$ cat config.mk
export PLATFORM = sky130hd
export DESIGN_NAME = hex_dihedral_cosines
export DESIGN_NICKNAME = d
export VERILOG_FILES = /design/src/hdl/hdc_pkg.sv /design/src/hdl/hex_dihedral_cosines.sv
export SDC_FILE = /design/constraint.sdc
export NUM_CORES = 2
export LEC_CHECK = 0
export ABC_AREA = 1
export BUFFER_PORTS_ARGS = -buffer_cell sky130_fd_sc_hd__clkbuf_2
export CORE_MARGIN = 5
export CORE_UTILIZATION = 55
export DETAILED_ROUTE_END_ITERATION = 8
export PLACE_DENSITY_LB_ADDON = 0.05
export SLEW_MARGIN = 20
export SYNTH_ARGS = -nofsm -noshare
export SYNTH_HDL_FRONTEND = slang
export SYNTH_SLANG_ARGS = --single-unit
$ cat constraint.sdc
create_clock -name clk_i -period 32.8 [get_ports clk_i]
set_clock_uncertainty 0.1 [all_clocks]
set_input_delay 3.28 -clock clk_i [delete_from_list [all_inputs] [get_ports clk_i]]
set_output_delay 3.28 -clock clk_i [all_outputs]
set_load 0.005 [all_outputs]
$ cat src/hdl/hdc_pkg.sv
// ----------------------------------------------------------------------------
// hdc_pkg: shared types and constants of the hex dihedral cosine block
// Item structs, sequencer states and the edge-to-face template.
// ----------------------------------------------------------------------------
package hdc_pkg;

  localparam int CosFracBits = 16;
  localparam int CosBits     = CosFracBits + 1;
  localparam int NumEdges    = 12;
  localparam int NumVerts    = 8;
  localparam int EdgeBits    = 4;

  typedef struct packed {
    logic signed [15:0] coord_x;
    logic signed [15:0] coord_y;
    logic signed [15:0] coord_z;
  } in_item_t;

  typedef struct packed {
    logic [EdgeBits-1:0] edge_index;
    logic [CosBits-1:0]  cosine;
    logic                degenerate;
    logic                last_edge;
  } out_item_t;

  typedef enum logic [3:0] {
    SeqCollect,
    SeqLoadP0,
    SeqLoadP1,
    SeqLoadP2,
    SeqCross,
    SeqDot,
    SeqCheck,
    SeqSquare,
    SeqDivide,
    SeqRoot,
    SeqEmit
  } seq_e;

  // First three vertices {v0, v1, v2} of one face adjoining an edge.
  function automatic logic [8:0] edge_face_tri(input logic [EdgeBits-1:0] edge_idx,
                                               input logic face);
    logic [8:0] tri_v;
    unique case ({edge_idx, face})
      {4'd0,  1'b0}: tri_v = {3'd1, 3'd0, 3'd4};
      {4'd0,  1'b1}: tri_v = {3'd0, 3'd1, 3'd2};
      {4'd1,  1'b0}: tri_v = {3'd2, 3'd1, 3'd5};
      {4'd1,  1'b1}: tri_v = {3'd1, 3'd2, 3'd3};
      {4'd2,  1'b0}: tri_v = {3'd3, 3'd2, 3'd6};
      {4'd2,  1'b1}: tri_v = {3'd2, 3'd3, 3'd0};
      {4'd3,  1'b0}: tri_v = {3'd0, 3'd3, 3'd7};
      {4'd3,  1'b1}: tri_v = {3'd3, 3'd0, 3'd1};
      {4'd4,  1'b0}: tri_v = {3'd5, 3'd4, 3'd7};
      {4'd4,  1'b1}: tri_v = {3'd4, 3'd5, 3'd1};
      {4'd5,  1'b0}: tri_v = {3'd6, 3'd5, 3'd4};
      {4'd5,  1'b1}: tri_v = {3'd5, 3'd6, 3'd2};
      {4'd6,  1'b0}: tri_v = {3'd7, 3'd6, 3'd5};
      {4'd6,  1'b1}: tri_v = {3'd6, 3'd7, 3'd3};
      {4'd7,  1'b0}: tri_v = {3'd4, 3'd7, 3'd6};
      {4'd7,  1'b1}: tri_v = {3'd7, 3'd4, 3'd0};
      {4'd8,  1'b0}: tri_v = {3'd0, 3'd4, 3'd5};
      {4'd8,  1'b1}: tri_v = {3'd0, 3'd3, 3'd7};
      {4'd9,  1'b0}: tri_v = {3'd1, 3'd5, 3'd6};
      {4'd9,  1'b1}: tri_v = {3'd1, 3'd0, 3'd4};
      {4'd10, 1'b0}: tri_v = {3'd2, 3'd6, 3'd7};
      {4'd10, 1'b1}: tri_v = {3'd2, 3'd1, 3'd5};
      {4'd11, 1'b0}: tri_v = {3'd3, 3'd7, 3'd4};
      {4'd11, 1'b1}: tri_v = {3'd3, 3'd2, 3'd6};
      default:       tri_v = '0;
    endcase
    return tri_v;
  endfunction

endpackage

$ cat src/hdl/hex_dihedral_cosines.sv
// ----------------------------------------------------------------------------
// hex_dihedral_cosines: absolute cosines of the twelve dihedral angles of a hex
// Collects eight vertices, then gives one cosine item per edge in edge order.
// ----------------------------------------------------------------------------
// Usage: drive one vertex per item on in_i with start high; an item is taken
// at an edge where start is high and busy is low. Vertices one to seven are
// taken back to back while busy stays low. After the eighth vertex, busy
// rises and the block works through edges 0..11; each result is on res_o for
// exactly one cycle, marked by res_strobe_o, and cannot be stalled. Every
// product goes through one shared 8-bit-digit multiply-accumulate unit with a
// wide adder, which also serves the restoring division; a narrow squarer
// serves the bit-wise square root. Each edge takes two normals of 6 products
// each, 9 dot-product terms and 2 wide products, each product worked digit by
// digit, then 33 division steps and 17 root steps; a face normal of zero
// length skips the wide products, division and root. A degenerate edge gives
// cosine 0 with the degenerate flag set; last_edge marks edge 11.
// Coordinates use the low COORD_BITS bits of each field as two's complement.
module hex_dihedral_cosines #(
  parameter int COORD_BITS = 16
) (
  input  logic              clk_i,
  input  logic              rst_ni,
  input  logic              start,
  output logic              busy,
  input  hdc_pkg::in_item_t in_i,
  output logic              res_strobe_o,
  output hdc_pkg::out_item_t res_o
);
  import hdc_pkg::*;

  // Datapath widths: difference, normal, dot product, wide product, accumulator.
  localparam int CB   = COORD_BITS;
  localparam int DB   = CB + 1;
  localparam int NB   = 2 * DB + 1;
  localparam int LB   = 2 * NB + 2;
  localparam int PW   = 2 * LB;
  localparam int W    = PW + 2;
  localparam int ND   = (LB + 7) / 8;
  localparam int NDC  = (DB + 7) / 8;
  localparam int NDD  = (NB + 7) / 8;
  localparam int DigW = $clog2(ND);
  localparam int QW   = 2 * CosFracBits + 1;
  localparam int BW   = $clog2(QW);

  localparam logic [DigW-1:0] CrossDigLast  = DigW'(NDC - 1);
  localparam logic [DigW-1:0] DotDigLast    = DigW'(NDD - 1);
  localparam logic [DigW-1:0] SquareDigLast = DigW'(ND - 1);
  localparam logic [3:0]      CrossTermLast  = 4'd5;
  localparam logic [3:0]      DotTermLast    = 4'd8;
  localparam logic [3:0]      SquareTermLast = 4'd1;
  localparam logic [EdgeBits-1:0] EdgeLast   = EdgeBits'(NumEdges - 1);

  seq_e st_q, st_d;
  logic [2:0]          vcnt_q;
  logic [EdgeBits-1:0] edge_q;
  logic                face_q;
  logic [3:0]          term_q;
  logic [DigW-1:0]     dig_q;
  logic [BW-1:0]       bit_q;

  logic signed [CB-1:0] vert_q [NumVerts][3];
  logic signed [CB-1:0] p0_q [3];
  logic signed [DB-1:0] a_q [3];
  logic signed [DB-1:0] b_q [3];
  logic signed [NB-1:0] n0_q [3];
  logic signed [NB-1:0] n1_q [3];
  logic signed [LB-1:0] dp_q, l0_q, l1_q;
  logic [PW-1:0]        prd_q;
  logic [W-1:0]         acc_q;
  logic [QW-1:0]        dq_q;
  logic [CosBits-1:0]   q_q;
  logic                 degen_q;

  // Vertex fetch from the template.
  logic [8:0] tri_v;
  logic [2:0] vidx;
  always_comb begin
    tri_v = edge_face_tri(edge_q, face_q);
    unique case (st_q)
      SeqLoadP0: vidx = tri_v[8:6];
      SeqLoadP1: vidx = tri_v[5:3];
      default:   vidx = tri_v[2:0];
    endcase
  end

  // Operand select for the shared multiply-accumulate unit.
  logic signed [LB-1:0] opa, opb;
  logic                 msub;
  always_comb begin
    opa  = '0;
    opb  = '0;
    msub = 1'b0;
    unique case (st_q)
      SeqCross: begin
        unique case (term_q)
          4'd0:    begin opa = LB'(a_q[1]); opb = LB'(b_q[2]); end
          4'd1:    begin opa = LB'(a_q[2]); opb = LB'(b_q[1]); msub = 1'b1; end
          4'd2:    begin opa = LB'(a_q[2]); opb = LB'(b_q[0]); end
          4'd3:    begin opa = LB'(a_q[0]); opb = LB'(b_q[2]); msub = 1'b1; end
          4'd4:    begin opa = LB'(a_q[0]); opb = LB'(b_q[1]); end
          4'd5:    begin opa = LB'(a_q[1]); opb = LB'(b_q[0]); msub = 1'b1; end
          default: begin opa = '0; opb = '0; end
        endcase
      end
      SeqDot: begin
        unique case (term_q)
          4'd0:    begin opa = LB'(n0_q[0]); opb = LB'(n1_q[0]); end
          4'd1:    begin opa = LB'(n0_q[1]); opb = LB'(n1_q[1]); end
          4'd2:    begin opa = LB'(n0_q[2]); opb = LB'(n1_q[2]); end
          4'd3:    begin opa = LB'(n0_q[0]); opb = LB'(n0_q[0]); end
          4'd4:    begin opa = LB'(n0_q[1]); opb = LB'(n0_q[1]); end
          4'd5:    begin opa = LB'(n0_q[2]); opb = LB'(n0_q[2]); end
          4'd6:    begin opa = LB'(n1_q[0]); opb = LB'(n1_q[0]); end
          4'd7:    begin opa = LB'(n1_q[1]); opb = LB'(n1_q[1]); end
          4'd8:    begin opa = LB'(n1_q[2]); opb = LB'(n1_q[2]); end
          default: begin opa = '0; opb = '0; end
        endcase
      end
      SeqSquare: begin
        if (term_q == 4'd0) begin
          opa = l0_q;
          opb = l1_q;
        end else begin
          opa = dp_q;
          opb = dp_q;
        end
      end
      default: begin
        opa = '0;
        opb = '0;
      end
    endcase
  end

  // Shared unit: magnitude times one 8-bit digit, shifted into one wide add.
  logic [LB-1:0]     amag, bmag;
  logic [ND*8-1:0]   bpad;
  logic [7:0]        digit;
  logic [LB+7:0]     pp;
  logic [W-1:0]      sh, addend, sum, rem_new;
  logic              neg, dsub, trial_ok;
  always_comb begin
    amag     = opa[LB-1] ? (~opa + 1'b1) : opa;
    bmag     = opb[LB-1] ? (~opb + 1'b1) : opb;
    bpad     = (ND*8)'(bmag);
    digit    = bpad[{dig_q, 3'b000} +: 8];
    pp       = amag * digit;
    sh       = W'(pp) << {dig_q, 3'b000};
    neg      = opa[LB-1] ^ opb[LB-1] ^ msub;
    dsub     = (st_q == SeqDivide) | neg;
    addend   = (st_q == SeqDivide) ? W'(prd_q) : sh;
    sum      = acc_q + (dsub ? ~addend : addend) + W'(dsub);
    trial_ok = ~sum[W-1];
    rem_new  = trial_ok ? sum : acc_q;
  end

  // Digit and term bookkeeping.
  logic dig_last, term_last;
  always_comb begin
    unique case (st_q)
      SeqCross: begin
        dig_last  = (dig_q == CrossDigLast);
        term_last = (term_q == CrossTermLast);
      end
      SeqDot: begin
        dig_last  = (dig_q == DotDigLast);
        term_last = (term_q == DotTermLast);
      end
      SeqSquare: begin
        dig_last  = (dig_q == SquareDigLast);
        term_last = (term_q == SquareTermLast);
      end
      default: begin
        dig_last  = 1'b0;
        term_last = 1'b0;
      end
    endcase
  end

  // Square root trial.
  logic [CosBits-1:0]   cand;
  logic [2*CosBits-1:0] csq;
  logic                 fits;
  always_comb begin
    cand = q_q | (CosBits'(1) << bit_q);
    csq  = cand * cand;
    fits = (csq <= (2*CosBits)'(dq_q));
  end

  logic accept, degen_now;
  assign accept    = start && !busy;
  assign degen_now = (l0_q == '0) || (l1_q == '0);

  // Next state.
  always_comb begin
    st_d = st_q;
    unique case (st_q)
      SeqCollect: if (start && vcnt_q == 3'd7) st_d = SeqLoadP0;
      SeqLoadP0:  st_d = SeqLoadP1;
      SeqLoadP1:  st_d = SeqLoadP2;
      SeqLoadP2:  st_d = SeqCross;
      SeqCross:   if (dig_last && term_last) st_d = face_q ? SeqDot : SeqLoadP0;
      SeqDot:     if (dig_last && term_last) st_d = SeqCheck;
      SeqCheck:   st_d = degen_now ? SeqEmit : SeqSquare;
      SeqSquare:  if (dig_last && term_last) st_d = SeqDivide;
      SeqDivide:  if (bit_q == '0) st_d = SeqRoot;
      SeqRoot:    if (bit_q == '0) st_d = SeqEmit;
      SeqEmit:    st_d = (edge_q == EdgeLast) ? SeqCollect : SeqLoadP0;
      default:    st_d = SeqCollect;
    endcase
  end

  // Outputs.
  always_comb begin
    busy               = (st_q != SeqCollect);
    res_strobe_o       = (st_q == SeqEmit);
    res_o.edge_index   = edge_q;
    res_o.cosine       = q_q;
    res_o.degenerate   = degen_q;
    res_o.last_edge    = (edge_q == EdgeLast);
  end

  // Control registers.
  always_ff @(posedge clk_i or negedge rst_ni) begin
    if (!rst_ni) begin
      st_q   <= SeqCollect;
      vcnt_q <= '0;
      edge_q <= '0;
      face_q <= 1'b0;
      term_q <= '0;
      dig_q  <= '0;
      bit_q  <= '0;
    end else begin
      st_q <= st_d;
      if (accept) begin
        vcnt_q <= vcnt_q + 3'd1;
        edge_q <= '0;
        face_q <= 1'b0;
      end
      if (st_q == SeqCross || st_q == SeqDot || st_q == SeqSquare) begin
        if (dig_last) begin
          dig_q  <= '0;
          term_q <= term_last ? 4'd0 : term_q + 4'd1;
        end else begin
          dig_q <= dig_q + 1'b1;
        end
      end else begin
        dig_q  <= '0;
        term_q <= '0;
      end
      // Flip face after each normal: face 1 next, then back to 0 for the dots.
      if (st_q == SeqCross && dig_last && term_last) face_q <= ~face_q;
      if (st_q == SeqSquare && dig_last && term_last) bit_q <= BW'(2 * CosFracBits);
      if (st_q == SeqDivide) bit_q <= (bit_q == '0) ? BW'(CosFracBits) : bit_q - 1'b1;
      if (st_q == SeqRoot) bit_q <= bit_q - 1'b1;
      if (st_q == SeqEmit) edge_q <= edge_q + 1'b1;
    end
  end

  // Datapath registers.
  always_ff @(posedge clk_i) begin
    if (accept) begin
      vert_q[vcnt_q][0] <= CB'($unsigned(in_i.coord_x));
      vert_q[vcnt_q][1] <= CB'($unsigned(in_i.coord_y));
      vert_q[vcnt_q][2] <= CB'($unsigned(in_i.coord_z));
    end
    unique case (st_q)
      SeqLoadP0: begin
        for (int k = 0; k < 3; k++) p0_q[k] <= vert_q[vidx][k];
        acc_q <= '0;
      end
      SeqLoadP1: for (int k = 0; k < 3; k++) a_q[k] <= DB'(vert_q[vidx][k]) - DB'(p0_q[k]);
      SeqLoadP2: for (int k = 0; k < 3; k++) b_q[k] <= DB'(vert_q[vidx][k]) - DB'(p0_q[k]);
      SeqCross: begin
        if (dig_last && term_q[0]) begin
          if (face_q) n1_q[term_q[2:1]] <= sum[NB-1:0];
          else        n0_q[term_q[2:1]] <= sum[NB-1:0];
          acc_q <= '0;
        end else begin
          acc_q <= sum;
        end
      end
      SeqDot: begin
        if (dig_last && (term_q == 4'd2 || term_q == 4'd5 || term_q == 4'd8)) begin
          acc_q <= '0;
        end else begin
          acc_q <= sum;
        end
        if (dig_last) begin
          priority case (term_q)
            4'd2: dp_q <= sum[LB-1:0];
            4'd5: l0_q <= sum[LB-1:0];
            4'd8: l1_q <= sum[LB-1:0];
            default: ;
          endcase
        end
      end
      SeqCheck: begin
        degen_q <= degen_now;
        q_q     <= '0;
        acc_q   <= '0;
      end
      SeqSquare: begin
        // Hold L0*L1 as divisor; |dp|^2 stays in the accumulator as dividend.
        if (dig_last && term_q == 4'd0) begin
          prd_q <= sum[PW-1:0];
          acc_q <= '0;
        end else begin
          acc_q <= sum;
        end
      end
      SeqDivide: begin
        acc_q <= rem_new << 1;
        dq_q  <= {dq_q[QW-2:0], trial_ok};
      end
      SeqRoot: if (fits) q_q <= cand;
      default: ;
    endcase
  end

`ifndef NO_ASSERTIONS
  a_strobe_busy: assert property (@(posedge clk_i) disable iff (!rst_ni)
    res_strobe_o |-> busy) else $error("result strobe while idle");
  a_last_idle: assert property (@(posedge clk_i) disable iff (!rst_ni)
    res_strobe_o && res_o.last_edge |=> !busy) else $error("busy after last edge");
  a_degen_zero: assert property (@(posedge clk_i) disable iff (!rst_ni)
    res_strobe_o && res_o.degenerate |-> res_o.cosine == '0)
    else $error("degenerate edge with nonzero cosine");
  a_cos_range: assert property (@(posedge clk_i) disable iff (!rst_ni)
    res_strobe_o |-> res_o.cosine <= (CosBits'(1) << CosFracBits))
    else $error("cosine above one");
  a_eighth_busy: assert property (@(posedge clk_i) disable iff (!rst_ni)
    accept && vcnt_q == 3'd7 |=> busy && edge_q == '0)
    else $error("eighth vertex did not start edge pass");
`endif

endmodule

# Word-level counts from Yosys, hierarchy flattened
# Memories as Yosys holds them, arrays and structs flattened.
# Index checks and enable logic that the tools add are counted.
[totals]
elab_cells = 187
n_memories = 7
output_inout_bits = 25
rom_bits = 288
in_bits = 51
ram_bits = 744
regBits = 583
[classes]
bitwise_logic = 9
n_addsub = 12
shift = 3
multipliers = 2
magnitude_cmp = 1
n_reduce_logical = 44
mux = 63
eq_ne = 31
[memory_table]
columns = ["name", "depth", "width", "rd", "rd_ports_with_merged_regs", "write_ports", "line", "rtl"]
rows = [
  ["vert_q", 8, 48, 1, 0, 1, "hex_dihedral_cosines.sv:61", "logic signed [CB-1:0] vert_q [NumVerts][3];"],
  ["(no name shown)", 32, 9, 1, 0, 0, "hdc_pkg.sv:44", "unique case ({edge_idx, face})"],
  ["n0_q", 3, 35, 3, 0, 1, "hex_dihedral_cosines.sv:65", "logic signed [NB-1:0] n0_q [3];"],
  ["n1_q", 3, 35, 3, 0, 1, "hex_dihedral_cosines.sv:66", "logic signed [NB-1:0] n1_q [3];"],
  ["a_q", 3, 17, 3, 0, 3, "hex_dihedral_cosines.sv:63", "logic signed [DB-1:0] a_q [3];"],
  ["b_q", 3, 17, 3, 0, 3, "hex_dihedral_cosines.sv:64", "logic signed [DB-1:0] b_q [3];"],
  ["+1 memories", "n/a", "n/a", "n/a", "n/a", "n/a", "n/a", ""],
]
[ops]
columns = ["cell", "n"]
rows = [
  ["case mux 72 bit (3 select lines)", 4],
  ["case mux 72 bit (6 select lines)", 2],
  ["two-way mux 146 bit", 5],
  ["case mux 146 bit (5 select lines)", 1],
  ["two-way mux 72 bit", 4],
  ["adder 146 x 1 -> 146 bit", 1],
  ["adder 146 bit", 1],
  ["inverter 146 bit", 1],
  ["left shift 80 x 7 -> 146 bit", 1],
  ["two-way mux 145 bit", 1],
  ["adder 72 x 1 -> 72 bit (second input constant)", 2],
  ["logical NOT 72 bit", 2],
  ["inverter 72 bit", 2],
  ["multiplier 72 x 8 -> 80 bit", 1],
  ["indexed part select 72 x 8 -> 8 bit", 1],
  ["two-way mux 4 bit", 14],
  ["subtractor 16 x 16 -> 17 bit", 3],
  ["case mux 4 bit (11 select lines)", 1],
  ["== test 4 x 3 -> 1 bit (second input constant)", 9],
  ["<= comparator 34 x 33 -> 1 bit", 1],
  ["multiplier 17 x 17 -> 34 bit", 1],
  ["case mux 17 bit (2 select lines)", 1],
  ["== test 4 bit (second input constant)", 6],
  ["two-way mux 6 bit", 4],
  ["31 further kinds", 96],
]

# Logic depth before layout (Yosys ltp)
[logic_depth]
depth_word = 17
ltp_mapped = 96

# Worst setup path before layout
# No wires, ideal clock.
[synth_path]
kind = "register to register"
startpoint = "register st_q[3]"
endpoint = "register prd_q[0], enable pin"
path_buffers = 6
slack_ps = 19681
stages_incl_launch_ff = 14
t_required_ps = 31876
setup_ps = 824
arrival_time_ps = 12195
path_cell_list = "dfrtp_1 > nor2_1 > nand2_1 > buf_2 > buf_2 > buf_4 > buf_2 > buf_2 > buf_2 > a2111oi_0 > o21ai_0 > nor2_1 > inv_1 > nor3_1"
[synth_between]
elab_chain_cells = 4
[synth_rtl]
columns = ["element", "line", "rtl"]
rows = [
  ["start: declaration", "hex_dihedral_cosines.sv:53", "seq_e st_q, st_d;"],
  ["start signal: assignment", "hex_dihedral_cosines.sv:226", "st_q <= SeqCollect;"],
  ["start signal: assignment", "hex_dihedral_cosines.sv:234", "st_q <= st_d;"],
  ["== test 4 x 3 -> 1 bit (on tied branches)", "hex_dihedral_cosines.sv:160, hex_dihedral_cosines.sv:267", ""],
  ["case mux 1 bit (3 select lines)", "hex_dihedral_cosines.sv:160", "unique case (st_q)"],
  ["logical AND 1 bit", "hex_dihedral_cosines.sv:305", "if (dig_last && term_q == 4'd0) begin"],
  ["AND reduction 2 bit (no line) (*)", "n/a", ""],
  ["end signal: assignment", "hex_dihedral_cosines.sv:306", "prd_q <= sum[PW-1:0];"],
  ["end: declaration", "hex_dihedral_cosines.sv:68", "logic [PW-1:0] prd_q;"],
]
# Mark *: on every way between the ends. The rest lies on a longest branch, timed or not.
# A chain may end at the register's enable or synchronous reset.

# Worst setup path in the final report
[layout_path]
startpoint = "register term_q[1]"
endpoint = "register acc_q[109] (data pin)"
[layout_between]
elab_chain_cells = 17
[layout_rtl]
columns = ["element", "line", "rtl"]
rows = [
  ["start: declaration", "hex_dihedral_cosines.sv:57", "logic [3:0] term_q;"],
  ["start signal: assignment", "hex_dihedral_cosines.sv:243", "term_q <= term_last ? 4'd0 : term_q + 4'd1;"],
  ["== test 4 bit, or another cell as far along", "hex_dihedral_cosines.sv:106, hex_dihedral_cosines.sv:284", ""],
  ["OR reduction 2 bit (no line)", "n/a", ""],
  ["case mux 72 bit (6 select lines) / case mux 72 bit (3 select lines) (equally long branches)", "hex_dihedral_cosines.sv:106, hex_dihedral_cosines.sv:95", ""],
  ["case mux 72 bit (3 select lines)", "hex_dihedral_cosines.sv:93", "unique case (st_q)"],
  ["inverter 72 bit", "hex_dihedral_cosines.sv:144", "bmag = opb[LB-1] ? (~opb + 1'b1) : opb;"],
  ["adder 72 x 1 -> 72 bit", "hex_dihedral_cosines.sv:144", ""],
  ["two-way mux 72 bit", "hex_dihedral_cosines.sv:144", ""],
  ["indexed part select 72 x 8 -> 8 bit", "hex_dihedral_cosines.sv:146", "digit = bpad[{dig_q, 3'b000} +: 8];"],
  ["multiplier 72 x 8 -> 80 bit", "hex_dihedral_cosines.sv:147", "pp = amag * digit;"],
  ["left shift 80 x 7 -> 146 bit", "hex_dihedral_cosines.sv:148", "sh = W'(pp) << {dig_q, 3'b000};"],
  ["two-way mux 146 bit", "hex_dihedral_cosines.sv:151", "addend = (st_q == SeqDivide) ? W'(prd_q) : sh;"],
  ["inverter 146 bit", "hex_dihedral_cosines.sv:152", "sum = acc_q + (dsub ? ~addend : addend) + W'(dsub);"],
  ["two-way mux 146 bit", "hex_dihedral_cosines.sv:152", ""],
  ["adder 146 bit", "hex_dihedral_cosines.sv:152", ""],
  ["adder 146 x 1 -> 146 bit", "hex_dihedral_cosines.sv:152", ""],
  ["two-way mux 145 bit, or another cell as far along", "hex_dihedral_cosines.sv:154", "rem_new = trial_ok ? sum : acc_q;"],
  ["case mux 146 bit (5 select lines) (*)", "hex_dihedral_cosines.sv:267", "unique case (st_q)"],
  ["end signal: assignment", "hex_dihedral_cosines.sv:280", "acc_q <= sum;"],
  ["end signal: assignment", "hex_dihedral_cosines.sv:287", "acc_q <= sum;"],
  ["end signal: assignment", "hex_dihedral_cosines.sv:309", "acc_q <= sum;"],
  ["end: declaration", "hex_dihedral_cosines.sv:69", "logic [W-1:0] acc_q;"],
]
# Marked as above.

==> flow_metrics.tcl <==
set metrics [dict create \
    fmax_mhz 50.1 \
    ant_nets 0 \
    finalHoldViolCount 0 \
    required_ns 33.24 \
    grt_pass1_wl_um 571000 \
    postSynthCellCount 12700 \
    fill_cells 17000 \
    place_ws_ns 13.25 \
    seq_area_um2 39700 \
    vias 91600 \
    worstSetupPathType "register to register" \
    multiInputGateArea_um2 56600 \
    synth-edff-count 1301 \
    status "completed" \
    grt_pass1_vias 88200 \
    cp_data_arrival_time_ns 20.42 \
    grt_overflow_total 0 \
    dpl.hpwl_um 298000 \
    synth_seq_area_share_pct 37.7 \
    die_w_um 448 \
    syn_area_per_cell_um2 8.30 \
    period_needed_ns 19.98 \
    finalSetupTns_ns 0 \
    fin_nets 13700 \
    reg2regPathDepth 78 \
    coreArea_um2 190000 \
    rsz0062_at_grt "false" \
    die_h_um 448 \
    drc 0 \
    start_util_pct 55.3 \
    setup_ws_ns 12.82 \
    async_reset_ff_share_pct 1.96 \
    path_max_fanout 112 \
    drtPass1Iterations 6 \
    grt_max_degree 144 \
    hold_start "dq_q[4]" \
    placed_cell_area_um2 108000 \
    postCtsHoldBufs 0 \
    synth-seq-cells 1327 \
    synth_nets 13800 \
    cts_root_buffer "clkbuf_16" \
    numCtsBuffers 143 \
    maxCapViolCount 0 \
    synthDistinctLibCells 77 \
    clk_pin_slew_ns 0.06 \
    ys.flop_type "edfxtp_1" \
    syn_area_um2 105000 \
    slew_violations 0 \
    cts_max_path_buffers 3 \
    cts.sinks 1327 \
    antenna_found_initial 24 \
    post-route-period-util_pct 60.9 \
    worstHoldPathType "register to register" \
    design_area_um2 113000 \
    routabilityCongestion 1.06 \
    avgRoutedWirePerCell_um 25.5 \
    syn_to_final_growth_pct 7.31 \
    rrSetupSlack_ns 12.82 \
    rows 160 \
    r2r_end "acc_q[109]" \
    post_cts_buffers 0 \
    io_pins 76 \
    critical_path.slowest_cell "inv_2" \
    insertion_delay_ns 0.88 \
    path_common_cell "nand2_1" \
    die-area_um2 200000 \
    vias_per_cell 6.03 \
    gr-usage-all-layers_pct 38.2 \
    cts_resized 0 \
    drive_gt1_share_pct 5.36 \
    slew_headroom_pct 12.4 \
    yosys_warnings 0 \
    timing.rr.start "term_q[1]" \
    setup.worst_path.end_class "register" \
    port_buffers 75 \
    worst_pin_slew_ns 1.31 \
    setup_violations 0 \
    drtIter0Drc 12200 \
    start_kind "register" \
    tritoncts "done" \
    slowest_delay_ns 0.81 \
    min_to "dq_q[5]" \
    wirelength_um 387000 \
    cts_max_level 4 \
    hold_depth 0 \
]
-- cell type report --
cell class | instances | share of cell area, %
repair buffers | 201 | 1.19
clock buffers | 175 | 3.29
clock inverters | 84 | 0.922
diodes | 12 | 0.0266
flip-flops and latches | 1327 | 35.2
multi-input cells | 8921 | 50.1
inverters | 1971 | 6.56
well taps | 2511 | 2.78
-- state kept, by name (all words and copies together) (netlist names), 6 cells and up --
signal	cells
n0_q	105
bit_q	6
p0_q	48
l1_q	72
vert_q	384
q_q	17
l0_q	72
a_q	51
acc_q	146
dq_q	33
b_q	51
prd_q	144
dp_q	72
n1_q	105
-- how the worst max path moves through the flow --
stage,startpoint,endpoint,cells after the start
after floorplan,st_q[3],prd_q[0],13
after global placement,term_q[1],acc_q[109],78
after detailed placement,term_q[1],acc_q[109],78
after CTS,term_q[1],acc_q[109],78
after global routing,term_q[1],acc_q[109],78
final,term_q[1],acc_q[109],78
-- cells by family after synthesis --
logic type	synth area share, %
XOR/XNOR	3.85
flip-flops	37.7
AO/OA/AOI/OAI	11.9
adder cells (fa/ha/maj)	17.1
buffers and inverters	8.99
AND/OR/NAND/NOR	20.3
multiplexers	0.166
-- synth_stat cells, drive strengths merged, types with 17 or more instances --
library cell,n,area (um2)
nand2,2774,10500
inv,1960,7360
nor2,1443,5480
edfxtp,1301,39100
a21oi,878,4410
o21ai,726,3650
fa,617,12400
nand3,521,2680
ha,456,5710
xor2,347,3060
clkbuf,280,1050
buf,183,1010
a31oi,140,876
xnor2,113,990
nor3,106,556
or2,88,551
nand4,84,544
o22ai,69,432
o211ai,65,488
and2,62,388
nor4,58,363
o21a,52,390
o32ai,44,385
a221oi,29,260
dfrtp,26,651
a22o,25,219
nor2b,25,156
o221ai,22,193
o31ai,22,165
o21bai,17,128
-- placed cells by master, fill, tap and decap left out, types with 28 or more instances in the layout --
cell type | netlist | layout
nand2_1 | 2752 | 2750
inv_1 | 1932 | 1924
nor2_1 | 1424 | 1405
edfxtp_1 | 1301 | 1301
a21oi_1 | 873 | 872
fa_1 | 617 | 617
o21ai_0 | 617 | 614
nand3_1 | 509 | 506
ha_1 | 456 | 456
xor2_1 | 344 | 331
clkbuf_16 | 0 | 144
a31oi_1 | 140 | 140
buf_4 | 24 | 124
xnor2_1 | 113 | 107
o21ai_1 | 104 | 104
nor3_1 | 101 | 92
or2_2 | 82 | 82
nand4_1 | 81 | 81
clkbuf_2 | 1 | 75
o22ai_1 | 69 | 69
o211ai_1 | 65 | 65
and2_1 | 62 | 62
nor4_1 | 58 | 58
o21a_1 | 52 | 52
o32ai_1 | 44 | 44
clkinv_1 | 11 | 33
clkbuf_1 | 279 | 31
inv_2 | 28 | 30
a221oi_1 | 28 | 28
-- layer usage --
metal	global-route usage (%)	routed length, um	vias to the layer above
met3	8.58	44000	808
met2	56.0	164000	5133
li1	-	-	41300
met5	0	96	-
met1	54.3	158000	44400
met4	17.4	20700	14
-- metrics by stage --
stage          cells  hold WS (ns)  utilization [%]
3_3_place_gp   14900         0.327             56.8
6_report       15200         0.345             59.4
4_1_cts        15200         0.348             59.3
5_1_grt        15200         0.359             59.3
2_1_floorplan  12700         0.326                -
3_5_place_dp   14900         0.334             56.8
-- critical path: cells and delay by family, from the launching register on --
family | cells | cell delay, ns
simple gates | 32 | 5.60
flops | 1 | 0.49
xor+xnor | 2 | 0.68
fa+ha+maj | 7 | 3.15
buf+inv | 18 | 4.88
compound gates | 19 | 4.60
Power is left out: the tool's default activity adds up to more than one toggle a clock period on the data nets, which glitch-free logic cannot reach.
